==> src/sms_pkg.sv <==
// shared types and constants for the spi master byte shifter
package sms_pkg;

  localparam int unsigned CfgIdxW  = 3;
  localparam int unsigned CfgDataW = 16;
  localparam int unsigned OutW     = 16;

  localparam logic [CfgIdxW-1:0] CfgSpiMode       = 3'd0;
  localparam logic [CfgIdxW-1:0] CfgHalfPeriod    = 3'd1;
  localparam logic [CfgIdxW-1:0] CfgClockConn     = 3'd2;
  localparam logic [CfgIdxW-1:0] CfgMosiConn      = 3'd3;
  localparam logic [CfgIdxW-1:0] CfgMisoConn      = 3'd4;

  localparam logic [3:0] BitsPerByte = 4'd8;

  typedef enum logic {
    OpTick  = 1'b0,
    OpStart = 1'b1
  } opcode_e;

  // one classified input transaction
  typedef struct packed {
    logic       start;
    logic [7:0] tx_byte;
    logic       last_byte;
    logic       miso_level;
  } cmd_t;

  // queue side of the front to back link
  typedef struct packed {
    logic valid;
    cmd_t cmd;
  } cmd_q_t;

  // one result transaction
  typedef struct packed {
    logic       status;
    logic [7:0] rx_byte;
    logic       rx_valid;
    logic       busy_res;
    logic       chip_select_n;
    logic       mosi_level;
    logic       sck_level;
  } res_t;

endpackage

==> src/sms_front.sv <==
// input side: accepts transactions, classifies them and queues them for the engine
module sms_front (
  input  logic          clk_i,
  input  logic          rst_ni,
  input  logic          s_tvalid_i,
  output logic          s_tready_o,
  input  logic [15:0]   s_tdata_i,   // tx_byte [7:0], miso_level [8], zero [15:9]
  input  logic          s_tuser_i,   // opcode
  input  logic          s_tlast_i,   // last_byte
  output sms_pkg::cmd_q_t cmd_o,
  input  logic          cmd_pop_i
);
  import sms_pkg::*;

  cmd_t       mem_q [2];
  logic       wr_ptr_q, wr_ptr_d;
  logic       rd_ptr_q, rd_ptr_d;
  logic [1:0] count_q, count_d;
  logic       push, pop;
  cmd_t       in_cmd;

  always_comb begin
    in_cmd.start      = (opcode_e'(s_tuser_i) == OpStart);
    in_cmd.tx_byte    = s_tdata_i[7:0];
    in_cmd.last_byte  = s_tlast_i;
    in_cmd.miso_level = s_tdata_i[8];
  end

  assign s_tready_o = (count_q != 2'd2);
  assign push       = s_tvalid_i && s_tready_o;
  assign pop        = cmd_pop_i && (count_q != 2'd0);

  assign cmd_o.valid = (count_q != 2'd0);
  assign cmd_o.cmd   = mem_q[rd_ptr_q];

  always_comb begin
    wr_ptr_d = push ? ~wr_ptr_q : wr_ptr_q;
    rd_ptr_d = pop ? ~rd_ptr_q : rd_ptr_q;
    count_d  = count_q;
    if (push && !pop) begin
      count_d = count_q + 2'd1;
    end else if (pop && !push) begin
      count_d = count_q - 2'd1;
    end
  end

  always_ff @(posedge clk_i or negedge rst_ni) begin
    if (!rst_ni) begin
      wr_ptr_q <= 1'b0;
      rd_ptr_q <= 1'b0;
      count_q  <= 2'd0;
    end else begin
      wr_ptr_q <= wr_ptr_d;
      rd_ptr_q <= rd_ptr_d;
      count_q  <= count_d;
    end
  end

  always_ff @(posedge clk_i) begin
    if (push) begin
      mem_q[wr_ptr_q] <= in_cmd;
    end
  end

  a_count_range: assert property (@(posedge clk_i) disable iff (!rst_ni)
    count_q != 2'd3) else $error("queue count out of range");

  a_ptr_match: assert property (@(posedge clk_i) disable iff (!rst_ni)
    (count_q == 2'd0 || count_q == 2'd2) |-> (wr_ptr_q == rd_ptr_q))
    else $error("queue pointers disagree with count");

  a_pop_one: assert property (@(posedge clk_i) disable iff (!rst_ni)
    (pop && !push) |=> (count_q == $past(count_q) - 2'd1))
    else $error("queue pop lost");

endmodule

==> src/sms_engine.sv <==
// back side: serial engine state, configuration registers and result register
module sms_engine (
  input  logic          clk_i,
  input  logic          rst_ni,
  input  logic          cfg_we_i,
  input  logic [sms_pkg::CfgIdxW-1:0]  cfg_idx_i,
  input  logic [sms_pkg::CfgDataW-1:0] cfg_data_i,
  input  sms_pkg::cmd_q_t cmd_i,
  output logic          cmd_pop_o,
  output logic          m_tvalid_o,
  input  logic          m_tready_i,
  output logic [15:0]   m_tdata_o
);
  import sms_pkg::*;

  logic [1:0]  mode_q;
  logic [15:0] hpt_q;
  logic        clk_conn_q, mosi_conn_q, miso_conn_q;

  logic [7:0]  tx_q, tx_d;
  logic [7:0]  rx_q, rx_d;
  logic [3:0]  bits_q, bits_d;
  logic        half_q, half_d;
  logic [15:0] timer_q, timer_d;
  logic        active_q, active_d;
  logic        rel_q, rel_d;
  logic        sck_q, sck_d;
  logic        mosi_q, mosi_d;
  logic        sel_q, sel_d;

  logic        out_valid_q;
  res_t        out_q, res;
  logic        cpol, cpha, smp;

  assign cpol      = mode_q[1];
  assign cpha      = mode_q[0];
  assign smp       = miso_conn_q && cmd_i.cmd.miso_level;
  assign cmd_pop_o = cmd_i.valid && (!out_valid_q || m_tready_i);

  always_comb begin
    tx_d     = tx_q;
    rx_d     = rx_q;
    bits_d   = bits_q;
    half_d   = half_q;
    timer_d  = timer_q;
    active_d = active_q;
    rel_d    = rel_q;
    sck_d    = sck_q;
    mosi_d   = mosi_q;
    sel_d    = sel_q;
    res.rx_valid = 1'b0;
    res.rx_byte  = 8'd0;
    res.status   = 1'b0;
    if (cmd_pop_o) begin
      if (active_q) begin
        if (timer_q != 16'd0) begin
          timer_d = timer_q - 16'd1;
        end else if (!half_q) begin
          sck_d = ~cpol;
          if (cpha) begin
            if (mosi_conn_q) mosi_d = tx_q[7];
          end else begin
            rx_d = {rx_q[6:0], smp};
          end
          half_d  = 1'b1;
          timer_d = hpt_q;
        end else begin
          sck_d = cpol;
          if (cpha) rx_d = {rx_q[6:0], smp};
          tx_d    = {tx_q[6:0], 1'b0};
          bits_d  = bits_q - 4'd1;
          half_d  = 1'b0;
          timer_d = hpt_q;
          if (bits_d == 4'd0) begin
            active_d     = 1'b0;
            res.rx_valid = 1'b1;
            res.rx_byte  = rx_d;
            if (rel_q) sel_d = 1'b1;
          end else if (!cpha) begin
            if (mosi_conn_q) mosi_d = tx_d[7];
          end
        end
      end else if (cmd_i.cmd.start) begin
        if (!clk_conn_q) begin
          res.status = 1'b1;
        end else begin
          tx_d     = cmd_i.cmd.tx_byte;
          rx_d     = 8'd0;
          bits_d   = BitsPerByte;
          half_d   = 1'b0;
          timer_d  = hpt_q;
          active_d = 1'b1;
          rel_d    = cmd_i.cmd.last_byte;
          sel_d    = 1'b0;
          sck_d    = cpol;
          if (!cpha && mosi_conn_q) mosi_d = cmd_i.cmd.tx_byte[7];
        end
      end
    end
    if (cfg_we_i && cfg_idx_i == CfgSpiMode && !active_q) begin
      sck_d = cfg_data_i[1];
    end
    res.sck_level     = sck_d;
    res.mosi_level    = mosi_d;
    res.chip_select_n = sel_d;
    res.busy_res      = active_d;
  end

  always_ff @(posedge clk_i or negedge rst_ni) begin
    if (!rst_ni) begin
      mode_q      <= 2'd0;
      hpt_q       <= 16'd0;
      clk_conn_q  <= 1'b1;
      mosi_conn_q <= 1'b1;
      miso_conn_q <= 1'b1;
    end else if (cfg_we_i) begin
      unique case (cfg_idx_i)
        CfgSpiMode:    mode_q      <= cfg_data_i[1:0];
        CfgHalfPeriod: hpt_q       <= cfg_data_i;
        CfgClockConn:  clk_conn_q  <= cfg_data_i[0];
        CfgMosiConn:   mosi_conn_q <= cfg_data_i[0];
        CfgMisoConn:   miso_conn_q <= cfg_data_i[0];
        default: ;
      endcase
    end
  end

  always_ff @(posedge clk_i or negedge rst_ni) begin
    if (!rst_ni) begin
      tx_q     <= 8'd0;
      rx_q     <= 8'd0;
      bits_q   <= 4'd0;
      half_q   <= 1'b0;
      timer_q  <= 16'd0;
      active_q <= 1'b0;
      rel_q    <= 1'b0;
      sck_q    <= 1'b0;
      mosi_q   <= 1'b1;
      sel_q    <= 1'b1;
    end else begin
      tx_q     <= tx_d;
      rx_q     <= rx_d;
      bits_q   <= bits_d;
      half_q   <= half_d;
      timer_q  <= timer_d;
      active_q <= active_d;
      rel_q    <= rel_d;
      sck_q    <= sck_d;
      mosi_q   <= mosi_d;
      sel_q    <= sel_d;
    end
  end

  always_ff @(posedge clk_i or negedge rst_ni) begin
    if (!rst_ni) begin
      out_valid_q <= 1'b0;
    end else if (cmd_pop_o) begin
      out_valid_q <= 1'b1;
    end else if (m_tready_i) begin
      out_valid_q <= 1'b0;
    end
  end

  always_ff @(posedge clk_i) begin
    if (cmd_pop_o) begin
      out_q <= res;
    end
  end

  assign m_tvalid_o = out_valid_q;
  assign m_tdata_o  = {{(OutW - $bits(res_t)){1'b0}}, out_q};

  a_active_selected: assert property (@(posedge clk_i) disable iff (!rst_ni)
    active_q |-> !sel_q) else $error("chip select released during transfer");

  a_bits_range: assert property (@(posedge clk_i) disable iff (!rst_ni)
    bits_q <= BitsPerByte) else $error("bit count out of range");

  a_done_idle: assert property (@(posedge clk_i) disable iff (!rst_ni)
    (out_valid_q && out_q.rx_valid) |-> !out_q.busy_res)
    else $error("byte reported while still busy");

  a_stall_hold: assert property (@(posedge clk_i) disable iff (!rst_ni)
    (out_valid_q && !m_tready_i) |=> !$past(cmd_pop_o))
    else $error("engine advanced while result stalled");

endmodule

==> src/spi_master_byte_shifter.sv <==
// top level of the spi master byte shifter
// Each input transaction is one tick of the serial engine and yields exactly one result
// transaction. The block takes one transaction per clock cycle unless the result output is
// stalled; a result is offered after passing through the two-entry input queue and the result
// register. A byte takes 16 * (half_period_ticks + 1) ticks after its start tick. Configuration
// writes are taken in any cycle and must be made while no transaction is outstanding.
module spi_master_byte_shifter (
  input  logic        clk_i,
  input  logic        rst_ni,
  input  logic        cfg_we_i,
  input  logic [2:0]  cfg_idx_i,
  input  logic [15:0] cfg_data_i,
  input  logic        s_tvalid_i,
  output logic        s_tready_o,
  input  logic [15:0] s_tdata_i,   // tx_byte [7:0], miso_level [8], zero [15:9]
  input  logic        s_tuser_i,   // opcode
  input  logic        s_tlast_i,   // last_byte
  output logic        m_tvalid_o,
  input  logic        m_tready_i,
  output logic [15:0] m_tdata_o    // sck_level, mosi_level, chip_select_n, busy_res,
                                   // rx_valid, rx_byte [12:5], status [13], zero [15:14]
);
  import sms_pkg::*;

  cmd_q_t cmd;
  logic   cmd_pop;

  sms_front u_front (
    .clk_i      (clk_i),
    .rst_ni     (rst_ni),
    .s_tvalid_i (s_tvalid_i),
    .s_tready_o (s_tready_o),
    .s_tdata_i  (s_tdata_i),
    .s_tuser_i  (s_tuser_i),
    .s_tlast_i  (s_tlast_i),
    .cmd_o      (cmd),
    .cmd_pop_i  (cmd_pop)
  );

  sms_engine u_engine (
    .clk_i      (clk_i),
    .rst_ni     (rst_ni),
    .cfg_we_i   (cfg_we_i),
    .cfg_idx_i  (cfg_idx_i),
    .cfg_data_i (cfg_data_i),
    .cmd_i      (cmd),
    .cmd_pop_o  (cmd_pop),
    .m_tvalid_o (m_tvalid_o),
    .m_tready_i (m_tready_i),
    .m_tdata_o  (m_tdata_o)
  );

endmodule

==> config.mk <==
export PLATFORM = sky130hd
export DESIGN_NAME = spi_master_byte_shifter
export DESIGN_NICKNAME = d
export VERILOG_FILES = /design/src/sms_pkg.sv /design/src/sms_front.sv /design/src/sms_engine.sv /design/src/spi_master_byte_shifter.sv
export SDC_FILE = /design/constraint.sdc
export NUM_CORES = 1
export LEC_CHECK = 0
export BUFFER_PORTS_ARGS = -buffer_cell sky130_fd_sc_hd__buf_4
export CORE_MARGIN = 2
export CORE_UTILIZATION = 50
export CTS_BUF_LIST = sky130_fd_sc_hd__clkbuf_4 sky130_fd_sc_hd__clkbuf_8
export DETAILED_ROUTE_END_ITERATION = 8
export PLACE_DENSITY = 0.7
export SLEW_MARGIN = 25
export SYNTH_ARGS = -nofsm -noshare
export SYNTH_HDL_FRONTEND = slang
export SYNTH_SLANG_ARGS = --single-unit
==> constraint.sdc <==
create_clock -name clk_i -period 4.5 [get_ports clk_i]
set_clock_uncertainty 0.2 [all_clocks]
set_input_delay 0.675 -clock clk_i [delete_from_list [all_inputs] [get_ports clk_i]]
set_output_delay 0.675 -clock clk_i [all_outputs]
set_load 0.02 [all_outputs]
Word-level counts from Yosys, hierarchy flattened
Memories as Yosys holds them, arrays and structs flattened. Cells that the tools add are included. W data, S select, Z words.

Bits in registers: 82. Bits in latches: 0. RAM bits: 22. ROM bits: 0. Output and inout bits: 18. Word-level logic and storage cells: 150. Memories kept: 1.

Memory list: u_front.mem_q (words 2, bits a word 11, rd ports 1, clocked after memory_dff 0, wr ports 1, RTL line sms_front.sv:15) `cmd_t mem_q [2];`.

$add $sub $neg: 4. Multiply operators: 0. Divide/modulo/power cells: 0. $lt $le $gt $ge: 0. Equal/unequal tests: 8. Shifts and indexed selects: 0. Mux-type cells: 68. Bitwise gates (word level): 7. Reductions and logical operators: 36.

Operators by type and width (number): $mux W8 (12); $mux W16 (4); $mux W1 (45); $mux W4 (5); $reduce_bool A16 Y1 (1); $sub A16 B1 Y16 const B (1); $reduce_and A2 Y1 (5); $reduce_and A5 Y1 (2); $reduce_bool A2 Y1 (5); $logic_and A1 B1 Y1 (9); $reduce_and A4 Y1 (2); $not A1 Y1 (7); $eq A3 B2 Y1 const B (2); $logic_not A1 Y1 (5); $logic_not A4 Y1 (1); $mux W2 (2); $ne A2 B2 Y1 const B (2); $reduce_or A4 Y1 (1); $sub A4 B1 Y4 const B (1); $eq A3 B1 Y1 const B (1); $eq A3 B3 Y1 const B (1); $logic_not A3 Y1 (1); $ne A3 B3 Y1 const B (1); $reduce_and A3 Y1 (1); other kinds (6) (6).

Logic depth before layout (Yosys ltp)
Depth in word-level cells: 7. Gate-level depth with buffers: 8.

By module
From an unflattened synthesis, not the netlist that was laid out.

Cell total of the unflattened synthesis: 402. Area, all modules: 4917.2 um2.

By module, submodules not included: sms_engine (times used 1, cells an instance 350, area an instance 3913.8 um2, seq. area each 2028.2 um2); sms_front (times used 1, cells an instance 52, area an instance 1003.5 um2, seq. area each 760.7 um2).

Worst setup path before layout
No wires, ideal clock.

Path type: in2reg. Start: input port m_tready_i. End: register u_engine.tx_q[1]. Setup time: 0.127 ns. Data arrival time: 2.361 ns. Path slack: 1.812 ns. Stages on the path: 5. Cells stage by stage: nand2b_1 -> o21ai_1 -> clkinv_1 -> a21oi_2 -> mux2_1.

Word-level cells in the longest chain between the ends: 3.

RTL lines: from (decl) (RTL line spi_master_byte_shifter.sv:19) `input logic m_tready_i,`; $logic_or A1 B1 Y1 (RTL line sms_engine.sv:38) `assign cmd_pop_o = cmd_i.valid && (!out_valid_q || m_tready_i);`; $logic_and A1 B1 Y1 (RTL line sms_engine.sv:38); via cmd_pop (RTL line spi_master_byte_shifter.sv:26) `logic cmd_pop;`; $reduce_and A5 Y1 (no line); to (signal assigned) (RTL line sms_engine.sv:141) `tx_q <= tx_d;`; to (decl) (RTL line sms_engine.sv:20) `logic [7:0] tx_q, tx_d;`.

The timed path passes the listed nets, and every way through them passes these cells. A chain may end at the register's enable or synchronous reset.

Worst setup path in the final report
Start: register u_front.rd_ptr_q. End: register u_engine.out_q (netlist bit u_engine.m_tdata_o[1]), data pin.

Word-level cells in the longest chain between the ends: 6.

RTL lines: from (decl) (RTL line sms_front.sv:17) `logic rd_ptr_q, rd_ptr_d;`; from (signal assigned) (RTL line sms_front.sv:54) `rd_ptr_q <= rd_ptr_d;`; $mem_v2 Z2 W11 *; $mux W1 (RTL line sms_engine.sv:96) `if (!cpha && mosi_conn_q) mosi_d = cmd_i.cmd.tx_byte[7];`; $mux W1 (RTL line sms_engine.sv:84) `if (!clk_conn_q) begin`; $mux W1 * (RTL line sms_engine.sv:83) `end else if (cmd_i.cmd.start) begin`; $mux W1 * (RTL line sms_engine.sv:55) `if (active_q) begin`; $mux W1 * (RTL line sms_engine.sv:54) `if (cmd_pop_o) begin`; via u_engine.mosi_d (RTL line sms_engine.sv:28) `logic mosi_q, mosi_d;`; to (signal assigned) (RTL line sms_engine.sv:166) `out_q <= res;`; to (decl) (RTL line sms_engine.sv:32) `res_t out_q, res;`.

The timed path passes the listed nets; every way through them passes the cells marked *.

==> run metrics <==
Reg clk slew, reported paths=110 ps; Port Buffer Count=50; commonest non-fill, non-tap cell in the layout=dfrtp_1; Clock Root Buffer=clkbuf_8; setup violators final=0; arrival time worst endpoint=3220 ps; Unique masters post-synth=64; Fin. Hold Viols=0; FF-to-FF Start=u_front.rd_ptr_q; Final GP Congestion=0.854; io pins=60; CTS tree=yes; drc violations=0; max_slew headroom=40.1%; CP Capture Type=flop; # nets final=524; number of synthesized flops with an enable pin=36; Resize count post-CTS=0; worst setup path start=u_front.rd_ptr_q; Reg2Reg Depth=5; # H-tree levels=3; die width=103 um; Max VDD drop=0.316 mV; Hold WC Path Type=in2async; Final TNS setup=0 ps; Pre-antenna DRT Iters=4; P per Cell Area=577 nW/um^2; largest net degree at the start of global routing=69; Site Rows=36; Pleak=0.00228 uW; run status=complete, no violations; dpl hpwl=6720 um; Avg WL per Cell=15.8 um; Worst setup SP type=flop; Final Instance Area=5610 sq um; Mapped Avg Cell Area=11.5 sq um; max-cap viol count=0; layout cells sized above 1=22.6%; number of synthesized register bits=104; worst skew pair latency=370 ps; Worst Path Required=4510 ps; initial core utilization=50.9%; total number of vias=3433; Area growth, synth to finish=13.8%; Num Clock Sinks=104; first-pass GRT wire length=16200 um; Antenna diodes=0; Setup Fix Bufs, Post-CTS=0; Post-Syn Instances=430; remaining global-route overflow=0; max-slew violation count=0; Main synth FF type=dfrtp_1; Core ar.=9680 sq um; cell area after synthesis=4930 sq um; initial antenna violation count=0; Final ANT Viol Nets=0; via/cell ratio=5.58; register-to-register setup slack=1290 ps; post-synthesis sequential area ratio=56.6%; Worst R2R End=u_engine.m_tdata_o[1]; RSZ-0062 raised after global routing=false; Crit Path Max Fanout=15; YS warnings=0; fraction of synthesis flops using an asynchronous set or reset pin=65.4%; Tmin final=3210 ps; First DRT Iteration DRCs=181; Period Utilization, post-route=71.4%; GRT Util Overall=19.8%; Crit Path Class=reg2reg; die area=10700 sq um; Worst Setup EP=u_engine.m_tdata_o[1]; clock buffer count from CTS=9; Clock Tree Buf Depth=2; most frequent cells in the layout=dfrtp_1 (63), buf_4 (56), nand2_1 (49); area post-placement=5420 sq um; fmax=0.311 GHz; vias in the first global route=3393; # hold bufs at CTS=0; DIE HEIGHT=103 um; drt total wl=9730 um; pin slew with the least headroom to its limit=896 ps
[metrics by stage]
stage          hold WS, ps  util [%]  cells  setup slack (ps)  total power (uW)
4_1_cts                234      57.9    615              1310              3250
6_report               217      57.9    615              1290              3230
5_1_grt                257      57.9    615              1080              3450
3_5_place_dp           279      56.0    599              1350              2700
3_3_place_gp           259      55.9    599              1410              2640
2_1_floorplan          179         -    431              1810              2350
[per-layer routing]
layer  routed length, um  part of all wire [%]  track usage [%]
met2                4640                    48             31.1
met4                 248                   2.5             10.1
met5                   0                     0                0
met3                 287                   2.9             3.23
met1                4560                    47             26.9
[critical path, cell delays in order, from the launching register on]
cell,delay [ps]
dfrtp_1,750
mux2i_1,350
nor3b_1,630
nand2_1,500
or3_1,500
o211ai_1,120
[logic make-up (layout without fill, tap and decap cells)]
kind of cell    Yosys count  in the layout  synth area share (%)
simple gates            144            144                  15.2
flops                   104            104                  56.6
compound gates           89             89                  12.0
mux                      48             48                  10.5
buf+inv                  31             82                  2.95
xor+xnor                  8              8                  1.42
fa+ha+maj                 5              5                  1.27
other cells               1              2                0.0761
[how the worst min path moves through the flow]
| stage | from | to | cells past startpoint |
|---|---|---|---|
| after floorplan | rst_ni | u_engine.active_q | 0 |
| after global placement | u_engine.sel_q | u_engine.sel_q | 2 |
| after detailed placement | u_engine.tx_q[0] | u_engine.tx_q[0] | 1 |
| after CTS | rst_ni | u_engine.hpt_q[3] | 1 |
| after global routing | s_tdata_i[5] | u_front.mem_q[0][7] | 1 |
| final | rst_ni | u_engine.hpt_q[4] | 1 |
[cells in the mapped netlist (all sizes together) (2+ instances only)]
| library cell | count | area share [%] |
|---|---|---|
| o21a | 2 | 0.30 |
| or4 | 7 | 1.1 |
| nor2b | 3 | 0.38 |
| a21oi | 14 | 1.5 |
| edfxtp | 36 | 22 |
| nor2 | 29 | 2.2 |
| dfstp | 5 | 2.7 |
| xor2 | 3 | 0.53 |
| ha | 5 | 1.3 |
| o31ai | 3 | 0.46 |
| xnor2 | 5 | 0.89 |
| clkbuf | 12 | 0.91 |
| a21boi | 2 | 0.30 |
| nand2b | 4 | 0.51 |
| o21ai | 39 | 4.0 |
| nand4 | 3 | 0.38 |
| inv | 9 | 0.69 |
| a221o | 2 | 0.41 |
| o311ai | 3 | 0.53 |
| a22oi | 2 | 0.30 |
| or3 | 4 | 0.51 |
| a21o | 2 | 0.30 |
| buf | 9 | 1.3 |
| mux2 | 30 | 6.9 |
| nor3b | 7 | 1.1 |
| nor3 | 11 | 1.1 |
| mux2i | 18 | 3.7 |
| a31oi | 6 | 0.76 |
| and3 | 2 | 0.25 |
| nand3 | 10 | 1.0 |
| nor4 | 8 | 1.7 |
| nand2 | 49 | 3.7 |
| nor4b | 2 | 0.36 |
| dfrtp | 63 | 32 |
| nand3b | 2 | 0.30 |
[flip-flops by register name, summed over array words and instances, names as in the netlist]
register,cells
u_engine.clk_conn_q,1
u_engine.sel_q,1
u_front.count_q,2
u_engine.rx_q,8
u_engine.m_tdata_o,14
u_engine.mosi_q,1
u_engine.hpt_q,16
u_engine.miso_conn_q,1
u_engine.mosi_conn_q,1
u_engine.sck_q,1
u_engine.half_q,1
u_front.rd_ptr_q,1
u_engine.tx_q,8
u_engine.m_tvalid_o,1
u_engine.mode_q,2
u_engine.bits_q,4
u_engine.active_q,1
u_front.mem_q,22
u_engine.timer_q,16
u_front.wr_ptr_q,1
u_engine.rel_q,1
[where the power goes]
group          leakage, uW  internal, uW  total [uW]  switching (uW)
clock network    0.0000948           223         555             332
registers          0.00118          1290        1550             260
logic              0.00101           477        1130             654
total              0.00228          1990        3230            1250
[cell type report]
| class | count | area [sq um] |
|---|---|---|
| clock buffers | 10 | 138 |
| multi-input cells | 296 | 2010 |
| well taps | 133 | 166 |
| inverters | 10 | 37.5 |
| clock inverters | 6 | 50.0 |
| fillers | 798 | 4080 |
| repair buffers | 56 | 420 |
| flip-flops and latches | 104 | 2790 |
(Power assumes the default switching activity.)
